--- src/hdl/gdd_pkg.sv ---
package gdd_pkg;

   // Field widths of one beat on each channel.
   localparam int DAY_W   = 5;
   localparam int MONTH_W = 4;
   localparam int YEAR_W  = 14;
   localparam int DIST_W  = 22;

   // Largest year the 14-bit field can carry.
   localparam int YEAR_FIELD_MAX = 16383;

   // Calendar constants.
   localparam int DAYS_IN_YEAR      = 365;
   localparam int YEARS_PER_CENTURY = 100;
   localparam logic [MONTH_W-1:0] MONTH_MARCH = 4'd3;

   // A quotient by 25 is taken as a multiply by this reciprocal and a shift.
   // It is exact for every dividend below 4096, which covers the year field
   // divided by four.
   localparam int RECIP_25    = 5243;
   localparam int RECIP_SHIFT = 17;

   // Quotient of a year by one hundred: at most 163.
   localparam int CENT_W = 8;

   // Commands from the controller to the datapath.
   typedef struct packed {
      logic load;   // capture both dates
      logic quot;   // century quotient and base count of one date
      logic accum;  // century corrections and leap day of one date
      logic sel;    // which date the two steps above work on
      logic diff;   // absolute difference into the result register
   } gdd_cmd_type;

   // Days in the months before a given month of a common year. Month zero
   // has no months before it, and any month above twelve counts the whole
   // year.
   function automatic logic [8:0] month_start(input logic [MONTH_W-1:0] mon);
      logic [8:0] days;
      case (mon)
         4'd0:    days = 9'd0;
         4'd1:    days = 9'd0;
         4'd2:    days = 9'd31;
         4'd3:    days = 9'd59;
         4'd4:    days = 9'd90;
         4'd5:    days = 9'd120;
         4'd6:    days = 9'd151;
         4'd7:    days = 9'd181;
         4'd8:    days = 9'd212;
         4'd9:    days = 9'd243;
         4'd10:   days = 9'd273;
         4'd11:   days = 9'd304;
         4'd12:   days = 9'd334;
         default: days = 9'd365;
      endcase
      return days;
   endfunction

endpackage

--- src/hdl/gdd_ctrl.sv ---
module gdd_ctrl (
   input  logic                 clock,
   input  logic                 reset,
   input  logic                 req_valid,
   output logic                 req_stall,
   output logic                 rsp_valid,
   input  logic                 rsp_stall,
   output gdd_pkg::gdd_cmd_type cmd
);
   import gdd_pkg::*;

   typedef enum logic [2:0] {
      ST_IDLE,
      ST_QUOT_A,
      ST_ACCUM_A,
      ST_QUOT_B,
      ST_ACCUM_B,
      ST_DIFF
   } state_type;

   state_type state_ff;
   logic      rsp_valid_ff;
   logic      out_free;

   // The result register can take a new value once it is empty or being read.
   assign out_free = !rsp_valid_ff || !rsp_stall;

   // Sequencer and result valid flag.
   always_ff @(posedge clock) begin
      if (reset) begin
         state_ff     <= ST_IDLE;
         rsp_valid_ff <= 1'b0;
      end else begin
         // The flag rises as a new difference lands and falls once the beat is read.
         if ((state_ff == ST_DIFF) && out_free) begin
            rsp_valid_ff <= 1'b1;
         end else if (rsp_valid_ff && !rsp_stall) begin
            rsp_valid_ff <= 1'b0;
         end
         case (state_ff)
            ST_IDLE: begin
               if (req_valid) begin
                  state_ff <= ST_QUOT_A;
               end
            end
            ST_QUOT_A:  state_ff <= ST_ACCUM_A;
            ST_ACCUM_A: state_ff <= ST_QUOT_B;
            ST_QUOT_B:  state_ff <= ST_ACCUM_B;
            ST_ACCUM_B: state_ff <= ST_DIFF;
            ST_DIFF: begin
               if (out_free) begin
                  state_ff <= ST_IDLE;
               end
            end
            default: state_ff <= ST_IDLE;
         endcase
      end
   end

   // Commands decoded from the state.
   always_comb begin
      cmd.load  = (state_ff == ST_IDLE) && req_valid;
      cmd.quot  = (state_ff == ST_QUOT_A) || (state_ff == ST_QUOT_B);
      cmd.accum = (state_ff == ST_ACCUM_A) || (state_ff == ST_ACCUM_B);
      cmd.sel   = (state_ff == ST_QUOT_B) || (state_ff == ST_ACCUM_B);
      cmd.diff  = (state_ff == ST_DIFF) && out_free;
   end

   assign req_stall = (state_ff != ST_IDLE);
   assign rsp_valid = rsp_valid_ff;

endmodule

--- src/hdl/gdd_datapath.sv ---
module gdd_datapath #(
   parameter int MAX_YEAR = 9999
) (
   input  logic                        clock,
   input  gdd_pkg::gdd_cmd_type        cmd,
   input  logic [gdd_pkg::DAY_W-1:0]   req_first_day,
   input  logic [gdd_pkg::MONTH_W-1:0] req_first_month,
   input  logic [gdd_pkg::YEAR_W-1:0]  req_first_year,
   input  logic [gdd_pkg::DAY_W-1:0]   req_second_day,
   input  logic [gdd_pkg::MONTH_W-1:0] req_second_month,
   input  logic [gdd_pkg::YEAR_W-1:0]  req_second_year,
   output logic [gdd_pkg::DIST_W-1:0]  rsp_day_distance
);
   import gdd_pkg::*;

   // Years saturate here; the count width follows from it.
   localparam int YEAR_CAP = (MAX_YEAR > YEAR_FIELD_MAX) ? YEAR_FIELD_MAX : MAX_YEAR;
   localparam int CNT_W    = $clog2(366 * (YEAR_CAP + 2) + 1);
   localparam int EXT_W    = (CNT_W > DIST_W) ? CNT_W : DIST_W;

   logic [DAY_W-1:0]   day_ff   [2];
   logic [MONTH_W-1:0] month_ff [2];
   logic [YEAR_W-1:0]  year_ff  [2];
   logic [YEAR_W-1:0]  year_a_in;
   logic [YEAR_W-1:0]  year_b_in;

   logic [CENT_W-1:0]  cent_ff;
   logic [CENT_W-1:0]  cent_in;
   logic [CNT_W-1:0]   base_ff;
   logic [CNT_W-1:0]   base_in;
   logic [CNT_W-1:0]   count_ff [2];
   logic [CNT_W-1:0]   count_in;
   logic [CNT_W-1:0]   dist_ff;
   logic [CNT_W-1:0]   dist_in;
   logic [EXT_W-1:0]   dist_ext;

   logic [YEAR_W-1:0]  yr;
   logic [MONTH_W-1:0] mon;
   logic [DAY_W-1:0]   dy;
   logic [24:0]        cent_prod;
   logic [YEAR_W:0]    quad_sum;
   logic [YEAR_W-1:0]  cent_rem;
   logic               rem_nz;
   logic               cent_div4;
   logic               leap;
   logic               leap_adj;
   logic [CENT_W:0]    ceil_cent;
   logic [CENT_W-2:0]  ceil_quad_cent;

   // Saturate the years on capture.
   always_comb begin
      year_a_in = (17'(req_first_year) > 17'(YEAR_CAP)) ? YEAR_W'(YEAR_CAP) : req_first_year;
      year_b_in = (17'(req_second_year) > 17'(YEAR_CAP)) ? YEAR_W'(YEAR_CAP) : req_second_year;
   end

   always_comb begin
      yr  = year_ff[cmd.sel];
      mon = month_ff[cmd.sel];
      dy  = day_ff[cmd.sel];
   end

   // Step one: year by one hundred through the reciprocal, and the count of
   // whole common years, fourth years, prior months and the day.
   always_comb begin
      cent_prod = 25'(yr[YEAR_W-1:2]) * 25'(RECIP_25);
      cent_in   = cent_prod[RECIP_SHIFT +: CENT_W];
      quad_sum  = (YEAR_W+1)'(yr) + (YEAR_W+1)'(3);
      base_in   = CNT_W'(yr) * CNT_W'(DAYS_IN_YEAR)
                + CNT_W'(quad_sum[YEAR_W:2])
                + CNT_W'(month_start(mon))
                + CNT_W'(dy);
   end

   // Step two: remainder by one hundred gives the century corrections and
   // the leap test; February's extra day counts from March on.
   always_comb begin
      cent_rem       = yr - YEAR_W'(15'(cent_ff) * 15'(YEARS_PER_CENTURY));
      rem_nz         = (cent_rem != '0);
      cent_div4      = (cent_ff[1:0] == 2'd0);
      leap           = ((yr[1:0] == 2'd0) && rem_nz) || (!rem_nz && cent_div4);
      leap_adj       = leap && (mon >= MONTH_MARCH);
      ceil_cent      = (CENT_W+1)'(cent_ff) + (CENT_W+1)'(rem_nz);
      ceil_quad_cent = (CENT_W-1)'(cent_ff[CENT_W-1:2])
                     + (CENT_W-1)'(!(!rem_nz && cent_div4));
      count_in       = base_ff + CNT_W'(ceil_quad_cent) + CNT_W'(leap_adj)
                     - CNT_W'(ceil_cent);
   end

   // Absolute difference of the two counts.
   always_comb begin
      dist_in = (count_ff[0] > count_ff[1]) ? (count_ff[0] - count_ff[1])
                                            : (count_ff[1] - count_ff[0]);
   end

   always_ff @(posedge clock) begin
      if (cmd.load) begin
         day_ff[0]   <= req_first_day;
         month_ff[0] <= req_first_month;
         year_ff[0]  <= year_a_in;
         day_ff[1]   <= req_second_day;
         month_ff[1] <= req_second_month;
         year_ff[1]  <= year_b_in;
      end
      if (cmd.quot) begin
         cent_ff <= cent_in;
         base_ff <= base_in;
      end
      if (cmd.accum) begin
         count_ff[cmd.sel] <= count_in;
      end
      if (cmd.diff) begin
         dist_ff <= dist_in;
      end
   end

   assign dist_ext         = EXT_W'(dist_ff);
   assign rsp_day_distance = dist_ext[DIST_W-1:0];

endmodule

--- src/hdl/gregorian_day_difference_top.sv ---
// Days between two Gregorian dates. A beat carries two dates (day, month,
// year) and returns one beat with the absolute number of days between them.
// Each date becomes a day count from year zero: whole years, months before
// its month with February at 29 in leap years, and the day as given. Years
// above MAX_YEAR saturate to it, and months above twelve count the whole
// year. A sequencer takes each date through one shared datapath in two
// steps (a reciprocal multiply for the century quotient, then the
// corrections) and then forms the difference, which waits for a free
// output register. The input is stalled until an item is through the
// sequence. The result waits in an output register, and the next item is
// taken while it waits.
module gregorian_day_difference_top #(
   parameter int MAX_YEAR = 9999
) (
   input  logic                        clock,
   input  logic                        reset,
   input  logic                        req_valid,
   output logic                        req_stall,
   input  logic [gdd_pkg::DAY_W-1:0]   req_first_day,
   input  logic [gdd_pkg::MONTH_W-1:0] req_first_month,
   input  logic [gdd_pkg::YEAR_W-1:0]  req_first_year,
   input  logic [gdd_pkg::DAY_W-1:0]   req_second_day,
   input  logic [gdd_pkg::MONTH_W-1:0] req_second_month,
   input  logic [gdd_pkg::YEAR_W-1:0]  req_second_year,
   output logic                        rsp_valid,
   input  logic                        rsp_stall,
   output logic [gdd_pkg::DIST_W-1:0]  rsp_day_distance
);
   import gdd_pkg::*;

   gdd_cmd_type cmd;

   gdd_ctrl u_ctrl (
      .clock     (clock),
      .reset     (reset),
      .req_valid (req_valid),
      .req_stall (req_stall),
      .rsp_valid (rsp_valid),
      .rsp_stall (rsp_stall),
      .cmd       (cmd)
   );

   gdd_datapath #(
      .MAX_YEAR (MAX_YEAR)
   ) u_datapath (
      .clock            (clock),
      .cmd              (cmd),
      .req_first_day    (req_first_day),
      .req_first_month  (req_first_month),
      .req_first_year   (req_first_year),
      .req_second_day   (req_second_day),
      .req_second_month (req_second_month),
      .req_second_year  (req_second_year),
      .rsp_day_distance (rsp_day_distance)
   );

`ifndef SYNTHESIS
   // A beat taken starts the sequence, so the input is busy next cycle.
   assert property (@(posedge clock) disable iff (reset)
      (req_valid && !req_stall) |=> req_stall)
      else $error("input not busy after an accepted beat");

   // A new result only appears at the end of a busy sequence.
   assert property (@(posedge clock) disable iff (reset)
      $rose(rsp_valid) |-> $past(req_stall))
      else $error("result raised without a sequence");

   // No result leaves while the output is stalled and a new one is pending.
   assert property (@(posedge clock) disable iff (reset)
      (rsp_valid && rsp_stall) |=> rsp_valid)
      else $error("pending result dropped under stall");
`endif

endmodule
--- config.mk ---
export PLATFORM = sky130hd
export DESIGN_NAME = gregorian_day_difference_top
export DESIGN_NICKNAME = d
export VERILOG_FILES = /design/src/hdl/gdd_pkg.sv /design/src/hdl/gdd_ctrl.sv /design/src/hdl/gdd_datapath.sv /design/src/hdl/gregorian_day_difference_top.sv
export SDC_FILE = /design/constraint.sdc
export NUM_CORES = 1
export LEC_CHECK = 0
export BUFFER_PORTS_ARGS = -buffer_cell sky130_fd_sc_hd__buf_2
export CAP_MARGIN = 10
export CORE_MARGIN = 4
export CORE_UTILIZATION = 26
export DETAILED_ROUTE_END_ITERATION = 12
export HOLD_SLACK_MARGIN = 0.1
export SETUP_SLACK_MARGIN = 0.1
export SYNTH_ARGS = -nofsm -noshare
export SYNTH_HDL_FRONTEND = slang
export SYNTH_SLANG_ARGS = --single-unit
--- constraint.sdc ---
create_clock -name clock -period 12.4 [get_ports clock]
set_input_delay 0.62 -clock clock [delete_from_list [all_inputs] [get_ports clock]]
set_output_delay 0.62 -clock clock [all_outputs]
set_load 0.1 [all_outputs]
==> metrics.txt, run 1 <==
# TYPE chip_impl_metric gauge
chip_impl_info{name="status",value="complete, no violations"} 1
chip_impl_metric{name="grt_remaining_overflow",unit=""} 0
chip_impl_metric{name="starting_density_of_the_core",unit=""} 0.264
chip_impl_metric{name="cts-hold-fix-buffers",unit=""} 0
chip_impl_metric{name="setup-violations-final",unit=""} 0
chip_impl_info{name="layout.cells.most_common_list",value="inv_1, ha_1, edfxtp_1"} 1
chip_impl_metric{name="fmaxAchievable",unit="GHz"} 0.119
chip_impl_metric{name="grt_first_pass_wirelength",unit="um"} 56100
chip_impl_metric{name="dpl.hpwl",unit="um"} 28100
chip_impl_info{name="worstHoldPathType",value="in2reg"} 1
chip_impl_metric{name="n_antenna_cell",unit=""} 0
chip_impl_metric{name="clkLatencyLatePin",unit="ns"} 0.45
chip_impl_metric{name="critPathBufInv",unit=""} 3
chip_impl_metric{name="worst_clock_skew",unit="ns"} 0.0111
chip_impl_metric{name="ctsHtreeMaxLevel",unit=""} 4
chip_impl_metric{name="drtPass1Iterations",unit=""} 7
chip_impl_metric{name="worst-slew-pin-transition",unit="ns"} 1.08
chip_impl_metric{name="post_cts.repair.setup_buffers",unit=""} 0
chip_impl_metric{name="synth.cell_area",unit="sq um"} 15700
chip_impl_metric{name="cp_num_cells",unit=""} 30
chip_impl_info{name="grt_setup_unrepaired",value="false"} 1
chip_impl_metric{name="die_height",unit="um"} 254
chip_impl_metric{name="grt_pass1_vias",unit=""} 11058
chip_impl_metric{name="antenna_left",unit=""} 0
chip_impl_metric{name="io-pin-count",unit=""} 74
chip_impl_metric{name="post_route_fraction_of_the_period_consumed_by_the_critical_path",unit=""} 0.680
chip_impl_metric{name="setup_tns",unit="ns"} 0
chip_impl_metric{name="synth-seq-cells",unit=""} 146
chip_impl_metric{name="cts_num_sinks",unit=""} 146
chip_impl_metric{name="worst_slew_margin_rel",unit=""} 0.277
chip_impl_info{name="synth.largest_area_cell",value="edfxtp_1"} 1
chip_impl_metric{name="timing.reg2reg.worst_path_depth",unit=""} 30
chip_impl_metric{name="synthCells",unit=""} 1497
chip_impl_info{name="path_class",value="reg2reg"} 1
chip_impl_metric{name="layout-drive-gt1-share",unit=""} 0.0917
chip_impl_info{name="ys_dominant_reg_cell",value="edfxtp_1"} 1
chip_impl_metric{name="hold_violations",unit=""} 0
chip_impl_metric{name="worst-endpoint-required",unit="ns"} 12.59
chip_impl_metric{name="syn-mean-instance-area",unit="sq um"} 10.5
chip_impl_metric{name="vias",unit=""} 10434
chip_impl_metric{name="detail_route.wirelength",unit="um"} 33500
chip_impl_metric{name="horiz_die_dim",unit="um"} 254
chip_impl_metric{name="wl_per_cell",unit="um"} 14.2
chip_impl_metric{name="maximum_number_of_buffers_from_clock_root_to_sink",unit=""} 2
chip_impl_metric{name="post_cts_clock_slew_at_the_launch_and_capture_registers_of_the_worst_setup_and_hold_paths",unit="ns"} 0.07
chip_impl_info{name="clock_tree_from_tritoncts",value="built"} 1
chip_impl_metric{name="period_needed",unit="ns"} 8.43
chip_impl_info{name="most_frequent_standard_cell_in_the_layout_excluding_fill_and_tap_cells",value="inv_1"} 1
chip_impl_metric{name="total_of_max_cap_violations",unit=""} 0
chip_impl_metric{name="grt_start_max_net_pins",unit=""} 47
chip_impl_metric{name="timing.critical_path.slowest_cell_delay",unit="ns"} 0.55
chip_impl_metric{name="cts_resized",unit=""} 0
chip_impl_metric{name="count_of_standard_cell_rows",unit=""} 89
chip_impl_metric{name="fin_nets",unit=""} 2027
chip_impl_metric{name="gp_routability_congestion",unit=""} 0.851
chip_impl_info{name="critPathLaunchType",value="flop"} 1
chip_impl_metric{name="cts-buffers-inserted",unit=""} 17
chip_impl_metric{name="synth_seq_area_share",unit=""} 0.277
chip_impl_metric{name="synth.lib_cells_used.distinct",unit=""} 67
chip_impl_metric{name="grtUsageTotal",unit=""} 0.108
chip_impl_metric{name="coreArea",unit="sq um"} 59400
chip_impl_metric{name="worst-endpoint-arrival",unit="ns"} 8.63
chip_impl_metric{name="via_per_inst",unit=""} 4.43
chip_impl_info{name="clk_root_buffer_cell",value="clkbuf_16"} 1
chip_impl_metric{name="highest_fanout_seen_on_the_critical_path",unit=""} 31
chip_impl_info{name="critical_path.endpoint_type",value="flop"} 1
chip_impl_metric{name="post-route-drc-count",unit=""} 0
chip_impl_info{name="crit_slowest_cell",value="dfxtp_1"} 1
chip_impl_metric{name="floorplan.die_area",unit="sq um"} 64400
chip_impl_metric{name="synth_edf_count",unit=""} 142
chip_impl_metric{name="whs_path_depth",unit=""} 1
chip_impl_metric{name="grt_antenna_before_repair",unit=""} 0
chip_impl_metric{name="area_growth",unit="%"} 12.1
chip_impl_metric{name="first_iter_violations",unit=""} 455
chip_impl_info{name="critPathMostFrequentCell",value="fa_1"} 1
chip_impl_metric{name="synth-warning-count",unit=""} 0
chip_impl_metric{name="place.port_buffers",unit=""} 73
chip_impl_metric{name="synth_nets",unit=""} 1956
chip_impl_info{name="cpLargestDelayFamily",value="adder cells"} 1
chip_impl_info{name="netlist_top_cells_area",value="edfxtp_1, ha_1, fa_1"} 1
chip_impl_metric{name="async_set_reset_flop_share_out_of_synthesis",unit=""} 0
chip_impl_metric{name="timing.final.max_slew_violations",unit=""} 0
chip_impl_metric{name="top_cell_type_s_share_of_synthesized_area",unit=""} 0.272
## layout make-up
type                    count  area [sq um]
flip-flops and latches    146          4340
clock buffers              17           425
repair buffers             81           425
well taps                 773           967
multi-input cells        1032         10200
clock inverters            15           176
inverters                 290          1090
fillers                  6140         41800
## registers in the layout, indices dropped and copies added (netlist names)
signal	cells
u_ctrl.rsp_valid	1
u_ctrl.state_ff	3
u_datapath.base_ff	22
u_datapath.cent_ff	8
u_datapath.count_ff	44
u_datapath.day_ff	10
u_datapath.month_ff	8
u_datapath.rsp_day_distance	22
u_datapath.year_ff	28
## worst paths after layout
path,from,endpoint,slack [ns]
min,req_first_day[0],u_datapath.day_ff[0][0],0.34
min reg2reg,u_ctrl.rsp_valid,u_ctrl.rsp_valid,0.51
max,u_ctrl.state_ff[0],u_datapath.count_ff[0][21],3.97
max reg2reg,u_ctrl.state_ff[0],u_datapath.count_ff[0][21],3.97
## per-stage QoR
step           cells  hold slack, ns  utilization  setup slack, ns  area [sq um]
2_1_floorplan   1497           0.558            -             3.46         15700
3_3_place_gp    2322           0.507        0.286             4.29         17000
3_5_place_dp    2322           0.507        0.286             4.05         17000
4_1_cts         2354           0.312        0.296             3.97         17600
5_1_grt         2354           0.321        0.296             3.22         17600
6_report        2354           0.343        0.296             3.97         17600
## logic make-up after synthesis
family	after synthesis	synth area share
multiplexers	38	0.0257
AND/OR/NAND/NOR	272	0.0878
adder cells (fa/ha/maj)	409	0.386
buffers and inverters	319	0.0774
flip-flops	146	0.277
XOR/XNOR	88	0.0500
AO/OA/AOI/OAI	225	0.0962
## synthesized netlist by cell type, types with 3 or more instances
| cell | n |
|---|---|
| ha_1 | 283 |
| buf_2 | 14 |
| o21bai_1 | 7 |
| a21o_1 | 23 |
| o21a_1 | 14 |
| xor2_1 | 27 |
| a211oi_1 | 10 |
| and3_1 | 6 |
| xnor2_1 | 60 |
| nand2b_1 | 25 |
| nor3_1 | 29 |
| dfxtp_1 | 4 |
| and4_1 | 3 |
| nand2_1 | 48 |
| o31ai_1 | 6 |
| nor2b_1 | 18 |
| nand3_1 | 19 |
| nor3b_1 | 6 |
| a31oi_1 | 12 |
| or3_1 | 11 |
| and2_1 | 15 |
| a21boi_0 | 3 |
| inv_1 | 290 |
| clkbuf_1 | 15 |
| mux2_2 | 14 |
| nor4_1 | 6 |
| o211ai_1 | 7 |
| o21ai_0 | 39 |
| a31o_2 | 4 |
| nand3b_1 | 3 |
| nand4_1 | 11 |
| fa_1 | 126 |
| a21oi_1 | 65 |
| mux2i_1 | 23 |
| edfxtp_1 | 142 |
| nor2_1 | 66 |
| a221oi_1 | 3 |
## layer usage
metal  share of wire  vias to the layer above  global-route usage
met5               0                        -                   0
met4           0.019                        0              0.0298
met3           0.036                       35              0.0195
met2            0.47                      187               0.182
met1            0.48                     4983               0.143
li1                -                     5229                   -
Power of run 1 is not shown: default switching activity piles up to over one toggle a cycle in this logic, so the estimate is an artifact.
==> run 2: changes to the inputs <==
clock period = 8.65 ns   (was 12.4 ns; I/O delays follow)
==> metrics.txt, run 2 (synthesis gave the netlist of run 1 again) <==
# TYPE chip_impl_metric gauge
chip_impl_metric{name="worst_setup_slack_before_clock_tree_synthesis",unit="ns"} 0.482
chip_impl_metric{name="area_growth",unit="%"} 13.0
chip_impl_info{name="worstHoldPathType",value="in2reg"} 1
chip_impl_metric{name="layout.filler_cells",unit=""} 6109
chip_impl_metric{name="finalCoreUtilization",unit=""} 0.299
chip_impl_metric{name="highest_fanout_seen_on_the_critical_path",unit=""} 4
chip_impl_metric{name="place.port_buffers",unit=""} 73
chip_impl_metric{name="via_per_inst",unit=""} 4.42
chip_impl_metric{name="fin_nets",unit=""} 2043
chip_impl_metric{name="floorplan.die_area",unit="sq um"} 64400
chip_impl_info{name="layout.cells.most_common_list",value="inv_1, ha_1, edfxtp_1"} 1
chip_impl_info{name="clk_root_buffer_cell",value="clkbuf_16"} 1
chip_impl_metric{name="period_needed",unit="ns"} 7.98
chip_impl_info{name="top_regs",value="u_datapath.count_ff (44), u_datapath.year_ff (28)"} 1
chip_impl_metric{name="setup-violations-final",unit=""} 0
chip_impl_metric{name="maximum_number_of_buffers_from_clock_root_to_sink",unit=""} 2
chip_impl_metric{name="setup_tns",unit="ns"} 0
chip_impl_metric{name="largest_reg_flops",unit=""} 44
chip_impl_info{name="path_class",value="reg2reg"} 1
chip_impl_info{name="grt_setup_unrepaired",value="false"} 1
chip_impl_info{name="critical_path.startpoint",value="u_datapath.cent_ff[2]"} 1
chip_impl_info{name="hold_path.startpoint",value="req_second_day[2]"} 1
chip_impl_metric{name="post_cts_clock_slew_at_the_launch_and_capture_registers_of_the_worst_setup_and_hold_paths",unit="ns"} 0.07
chip_impl_info{name="largest-register",value="u_datapath.count_ff"} 1
chip_impl_metric{name="area.sequential",unit="sq um"} 4340
chip_impl_metric{name="detail_route.wirelength",unit="um"} 33800
chip_impl_metric{name="starting_density_of_the_core",unit=""} 0.264
chip_impl_metric{name="layout-drive-gt1-share",unit=""} 0.103
chip_impl_metric{name="multiInputGateArea",unit="sq um"} 10200
chip_impl_metric{name="cts-buffers-inserted",unit=""} 17
chip_impl_metric{name="io-pin-count",unit=""} 74
chip_impl_info{name="crit_slowest_cell",value="fa_1"} 1
chip_impl_metric{name="ctsHtreeMaxLevel",unit=""} 4
chip_impl_info{name="status",value="complete, no violations"} 1
chip_impl_metric{name="cts_num_sinks",unit=""} 146
chip_impl_metric{name="worst_slack",unit="ns"} 0.673
chip_impl_metric{name="finalHoldWorstSlack",unit="ns"} 0.143
chip_impl_metric{name="vias",unit=""} 10481
chip_impl_metric{name="n_antenna_cell",unit=""} 0
chip_impl_metric{name="post_route_fraction_of_the_period_consumed_by_the_critical_path",unit=""} 0.922
chip_impl_metric{name="timing.final.max_slew_violations",unit=""} 0
chip_impl_info{name="critical_path.endpoint_type",value="flop"} 1
chip_impl_metric{name="clkLatencyLatePin",unit="ns"} 0.46
chip_impl_metric{name="hold_violations",unit=""} 0
chip_impl_metric{name="fmaxAchievable",unit="GHz"} 0.125
chip_impl_metric{name="worst-endpoint-arrival",unit="ns"} 8.18
chip_impl_info{name="critPathLaunchType",value="flop"} 1
chip_impl_metric{name="grt_first_pass_wirelength",unit="um"} 56000
chip_impl_metric{name="worst_slew_margin_rel",unit=""} 0.412
chip_impl_metric{name="grt_pass1_vias",unit=""} 10942
chip_impl_metric{name="worst-slew-pin-transition",unit="ns"} 0.874
chip_impl_metric{name="worst-endpoint-required",unit="ns"} 8.85
chip_impl_metric{name="timing.critical_path.slowest_cell_delay",unit="ns"} 0.48
chip_impl_metric{name="gp_routability_congestion",unit=""} 0.856
chip_impl_metric{name="antenna_left",unit=""} 0
chip_impl_info{name="critPathMostFrequentCell",value="ha_1"} 1
chip_impl_metric{name="grtUsageTotal",unit=""} 0.109
chip_impl_metric{name="worst_clock_skew",unit="ns"} 0.00965
chip_impl_metric{name="die_height",unit="um"} 254
chip_impl_metric{name="dpl.hpwl",unit="um"} 28600
chip_impl_metric{name="horiz_die_dim",unit="um"} 254
chip_impl_metric{name="first_iter_violations",unit=""} 450
chip_impl_metric{name="coreArea",unit="sq um"} 59400
chip_impl_metric{name="drtPass1Iterations",unit=""} 5
chip_impl_info{name="clock_tree_from_tritoncts",value="built"} 1
chip_impl_info{name="timing.rr.start",value="u_datapath.cent_ff[2]"} 1
chip_impl_metric{name="total_of_max_cap_violations",unit=""} 0
chip_impl_metric{name="wl_per_cell",unit="um"} 14.3
chip_impl_metric{name="grt_remaining_overflow",unit=""} 0
chip_impl_metric{name="grt_start_max_net_pins",unit=""} 47
chip_impl_metric{name="post-route-drc-count",unit=""} 0
chip_impl_metric{name="grt_antenna_before_repair",unit=""} 0
chip_impl_metric{name="cts-hold-fix-buffers",unit=""} 0
chip_impl_metric{name="count_of_standard_cell_rows",unit=""} 89
chip_impl_info{name="most_frequent_standard_cell_in_the_layout_excluding_fill_and_tap_cells",value="inv_1"} 1
==> run 2: cell type report <==
class | count | area share
clock inverter | 15 | 0.0106
tap | 773 | 0.0545
timing repair buffer | 97 | 0.0307
inverter | 290 | 0.0613
multi-input combinational | 1032 | 0.574
clock buffer | 17 | 0.0240
sequential | 146 | 0.245
==> run 2: worst paths after layout <==
kind,slack [ns],cells after the start,to
max,0.67,31,u_datapath.count_ff[1][21]
min,0.14,1,u_datapath.day_ff[1][2]
max reg2reg,0.67,31,u_datapath.count_ff[1][21]
min reg2reg,0.52,2,u_ctrl.rsp_valid
==> run 2: timing repair <==
item | in CTS | in global routing
resized for setup | 0 | 2
setup buffers | 0 | 8
setup endpoints to repair | 0 | 2
==> run 2: critical path, delay by kind of cell (launching register included) <==
family	cells	cell delay [ns]
fa+ha+maj	10	3.55
compound gates	11	2.15
simple gates	5	0.94
flops	1	0.45
xor+xnor	3	0.42
buf+inv	2	0.23
==> run 2: per-layer routing <==
metal / track usage / part of all wire / vias to the layer above
li1: - / - / 5278
met2: 0.182 / 0.47 / 183
met1: 0.147 / 0.48 / 4991
met4: 0.0248 / 0.014 / 0
met3: 0.0204 / 0.036 / 29
met5: 0 / 0 / -
==> run 2: metrics by stage <==
stage / cell area, sq um / std cells
2_1_floorplan: 15700 / 1497
3_3_place_gp: 17100 / 2330
3_5_place_dp: 17100 / 2330
4_1_cts: 17700 / 2362
5_1_grt: 17700 / 2370
6_report: 17700 / 2370
Power of run 2 is left out for the same reason.
==> run 3: changes to the inputs <==
PLACE_DENSITY = 0.51   (was default)
==> metrics.txt, run 3 (synthesis gave the netlist of run 1 again) <==
# TYPE chip_impl_metric gauge
chip_impl_info{name="status",value="complete, no violations"} 1
chip_impl_metric{name="worst_slew_margin_rel",unit=""} 0.424
chip_impl_info{name="critPathLaunchType",value="flop"} 1
chip_impl_metric{name="worst_clock_skew",unit="ns"} 0.00970
chip_impl_metric{name="whs_path_depth",unit=""} 1
chip_impl_metric{name="horiz_die_dim",unit="um"} 254
chip_impl_metric{name="fmaxAchievable",unit="GHz"} 0.125
chip_impl_metric{name="clkLatencyLatePin",unit="ns"} 0.46
chip_impl_metric{name="post_cts.repair.setup_buffers",unit=""} 0
chip_impl_metric{name="fin_nets",unit=""} 2034
chip_impl_metric{name="maximum_number_of_buffers_from_clock_root_to_sink",unit=""} 2
chip_impl_metric{name="area_growth",unit="%"} 12.2
chip_impl_info{name="crit_slowest_cell",value="edfxtp_1"} 1
chip_impl_info{name="grt_setup_unrepaired",value="false"} 1
chip_impl_metric{name="via_per_inst",unit=""} 4.33
chip_impl_metric{name="coreArea",unit="sq um"} 59400
chip_impl_metric{name="total_of_max_cap_violations",unit=""} 0
chip_impl_metric{name="grtUsageTotal",unit=""} 0.108
chip_impl_metric{name="worst-endpoint-required",unit="ns"} 8.85
chip_impl_metric{name="wl_per_cell",unit="um"} 14.1
chip_impl_info{name="largest-register",value="u_datapath.count_ff"} 1
chip_impl_metric{name="timing.reg2reg.worst_path_depth",unit=""} 29
chip_impl_metric{name="post-route-drc-count",unit=""} 0
chip_impl_metric{name="dpl.hpwl",unit="um"} 28100
chip_impl_metric{name="grt_first_pass_wirelength",unit="um"} 55300
chip_impl_metric{name="dpl.cell_count",unit=""} 2329
chip_impl_metric{name="io-pin-count",unit=""} 74
chip_impl_metric{name="drtPass1Iterations",unit=""} 7
chip_impl_metric{name="place.port_buffers",unit=""} 73
chip_impl_metric{name="layout-drive-gt1-share",unit=""} 0.0963
chip_impl_metric{name="ctsHtreeMaxLevel",unit=""} 4
chip_impl_info{name="top_regs",value="u_datapath.count_ff (44), u_datapath.year_ff (28)"} 1
chip_impl_metric{name="worst-endpoint-arrival",unit="ns"} 8.19
chip_impl_info{name="clk_root_buffer_cell",value="clkbuf_16"} 1
chip_impl_info{name="hold-path-endpoint",value="u_datapath.day_ff[1][0]"} 1
chip_impl_info{name="r2r-end",value="u_datapath.count_ff[0][21]"} 1
chip_impl_metric{name="post_route_fraction_of_the_period_consumed_by_the_critical_path",unit=""} 0.923
chip_impl_metric{name="grt_remaining_overflow",unit=""} 0
chip_impl_metric{name="grt_antenna_before_repair",unit=""} 0
chip_impl_metric{name="setup-violations-final",unit=""} 0
chip_impl_metric{name="worst-slew-pin-transition",unit="ns"} 0.857
chip_impl_info{name="hold_path.startpoint",value="req_second_day[0]"} 1
chip_impl_metric{name="cts-buffers-inserted",unit=""} 17
chip_impl_info{name="critical_path.endpoint_type",value="flop"} 1
chip_impl_metric{name="gp_routability_congestion",unit=""} 0.832
chip_impl_metric{name="timing.critical_path.slowest_cell_delay",unit="ns"} 0.50
chip_impl_metric{name="count_of_standard_cell_rows",unit=""} 89
chip_impl_metric{name="die_height",unit="um"} 254
chip_impl_metric{name="final-instance-count-excl-fill",unit=""} 2361
chip_impl_metric{name="detail_route.wirelength",unit="um"} 33200
chip_impl_info{name="worstHoldPathType",value="in2reg"} 1
chip_impl_metric{name="setup_tns",unit="ns"} 0
chip_impl_metric{name="antenna_left",unit=""} 0
chip_impl_metric{name="timing.final.max_slew_violations",unit=""} 0
chip_impl_metric{name="first_iter_violations",unit=""} 303
chip_impl_metric{name="period_needed",unit="ns"} 7.98
chip_impl_info{name="clock_tree_from_tritoncts",value="built"} 1
chip_impl_metric{name="reg2reg_setup_slack",unit="ns"} 0.67
chip_impl_metric{name="n_antenna_cell",unit=""} 0
chip_impl_info{name="layout.cells.most_common_list",value="inv_1, ha_1, edfxtp_1"} 1
chip_impl_metric{name="starting_density_of_the_core",unit=""} 0.264
chip_impl_metric{name="largest_reg_flops",unit=""} 44
chip_impl_info{name="timing.rr.start",value="u_datapath.cent_ff[3]"} 1
chip_impl_metric{name="highest_fanout_seen_on_the_critical_path",unit=""} 5
chip_impl_metric{name="floorplan.die_area",unit="sq um"} 64400
chip_impl_metric{name="vias",unit=""} 10233
chip_impl_metric{name="post_cts_clock_slew_at_the_launch_and_capture_registers_of_the_worst_setup_and_hold_paths",unit="ns"} 0.07
chip_impl_info{name="path_class",value="reg2reg"} 1
chip_impl_metric{name="cts_num_sinks",unit=""} 146
chip_impl_metric{name="grt_pass1_vias",unit=""} 10774
chip_impl_info{name="most_frequent_standard_cell_in_the_layout_excluding_fill_and_tap_cells",value="inv_1"} 1
chip_impl_metric{name="finalCoreUtilization",unit=""} 0.297
chip_impl_metric{name="hold_violations",unit=""} 0
chip_impl_metric{name="grt_start_max_net_pins",unit=""} 47
## run 3: cell types whose count changed in the layout (fill, tap and decap cells not counted), moves of 2 or more
cell	change
buf_4	-10
bufinv_16	-2
clkinv_1	+2
clkinvlp_4	+2
## run 3: layout make-up
type,instances,area (sq um)
flip-flops and latches,146,4340
multi-input cells,1032,10200
clock buffers,17,425
repair buffers,88,490
fillers,6198,41700
well taps,773,967
inverters,290,1090
clock inverters,15,124
## run 3: timing repair
action,CTS,global route
hold buffers,0,0
gates resized for setup,0,1
endpoints found under the setup margin,0,2
## run 3: worst max path at each step
stage / start / end / slack (ns) / cells after the start
2_1_floorplan: u_ctrl.state_ff[2] / u_datapath.count_ff[0][21] / 0.51 / 31
3_3_place_gp: u_datapath.cent_ff[3] / u_datapath.count_ff[0][21] / 0.57 / 29
3_5_place_dp: u_datapath.cent_ff[3] / u_datapath.count_ff[0][21] / 0.53 / 30
4_1_cts: u_datapath.cent_ff[3] / u_datapath.count_ff[0][21] / 0.51 / 30
5_1_grt: u_datapath.cent_ff[3] / u_datapath.count_ff[0][21] / 0.12 / 29
6_report: u_datapath.cent_ff[3] / u_datapath.count_ff[0][21] / 0.67 / 29
## run 3: per-layer routing
layer | GRT usage | vias up | part of all wire | wire length (um)
met3 | 0.0214 | 39 | 0.032 | 1070
met5 | 0 | - | 0 | 0
li1 | - | 5250 | - | -
met2 | 0.176 | 154 | 0.46 | 15200
met4 | 0.0376 | 0 | 0.027 | 897
met1 | 0.144 | 4790 | 0.48 | 16100
## run 3: through the flow
step / area (sq um) / setup slack (ns) / hold slack [ns]
finish: 17600 / 0.665 / 0.146
global route: 17600 / 0.121 / 0.112
CTS: 17600 / 0.506 / 0.104
detailed placement: 17100 / 0.530 / 0.502
global placement: 17100 / 0.574 / 0.500
floorplan: 15700 / 0.510 / 0.502
## run 3: critical path: cells and delay by family (launching register included)
family / cells / cell delay (ns)
compound gates: 10 / 1.83
xor+xnor: 3 / 0.44
fa+ha+maj: 10 / 3.86
buf+inv: 1 / 0.05
flops: 1 / 0.50
simple gates: 5 / 1.05
Power of run 3 is left out for the same reason.
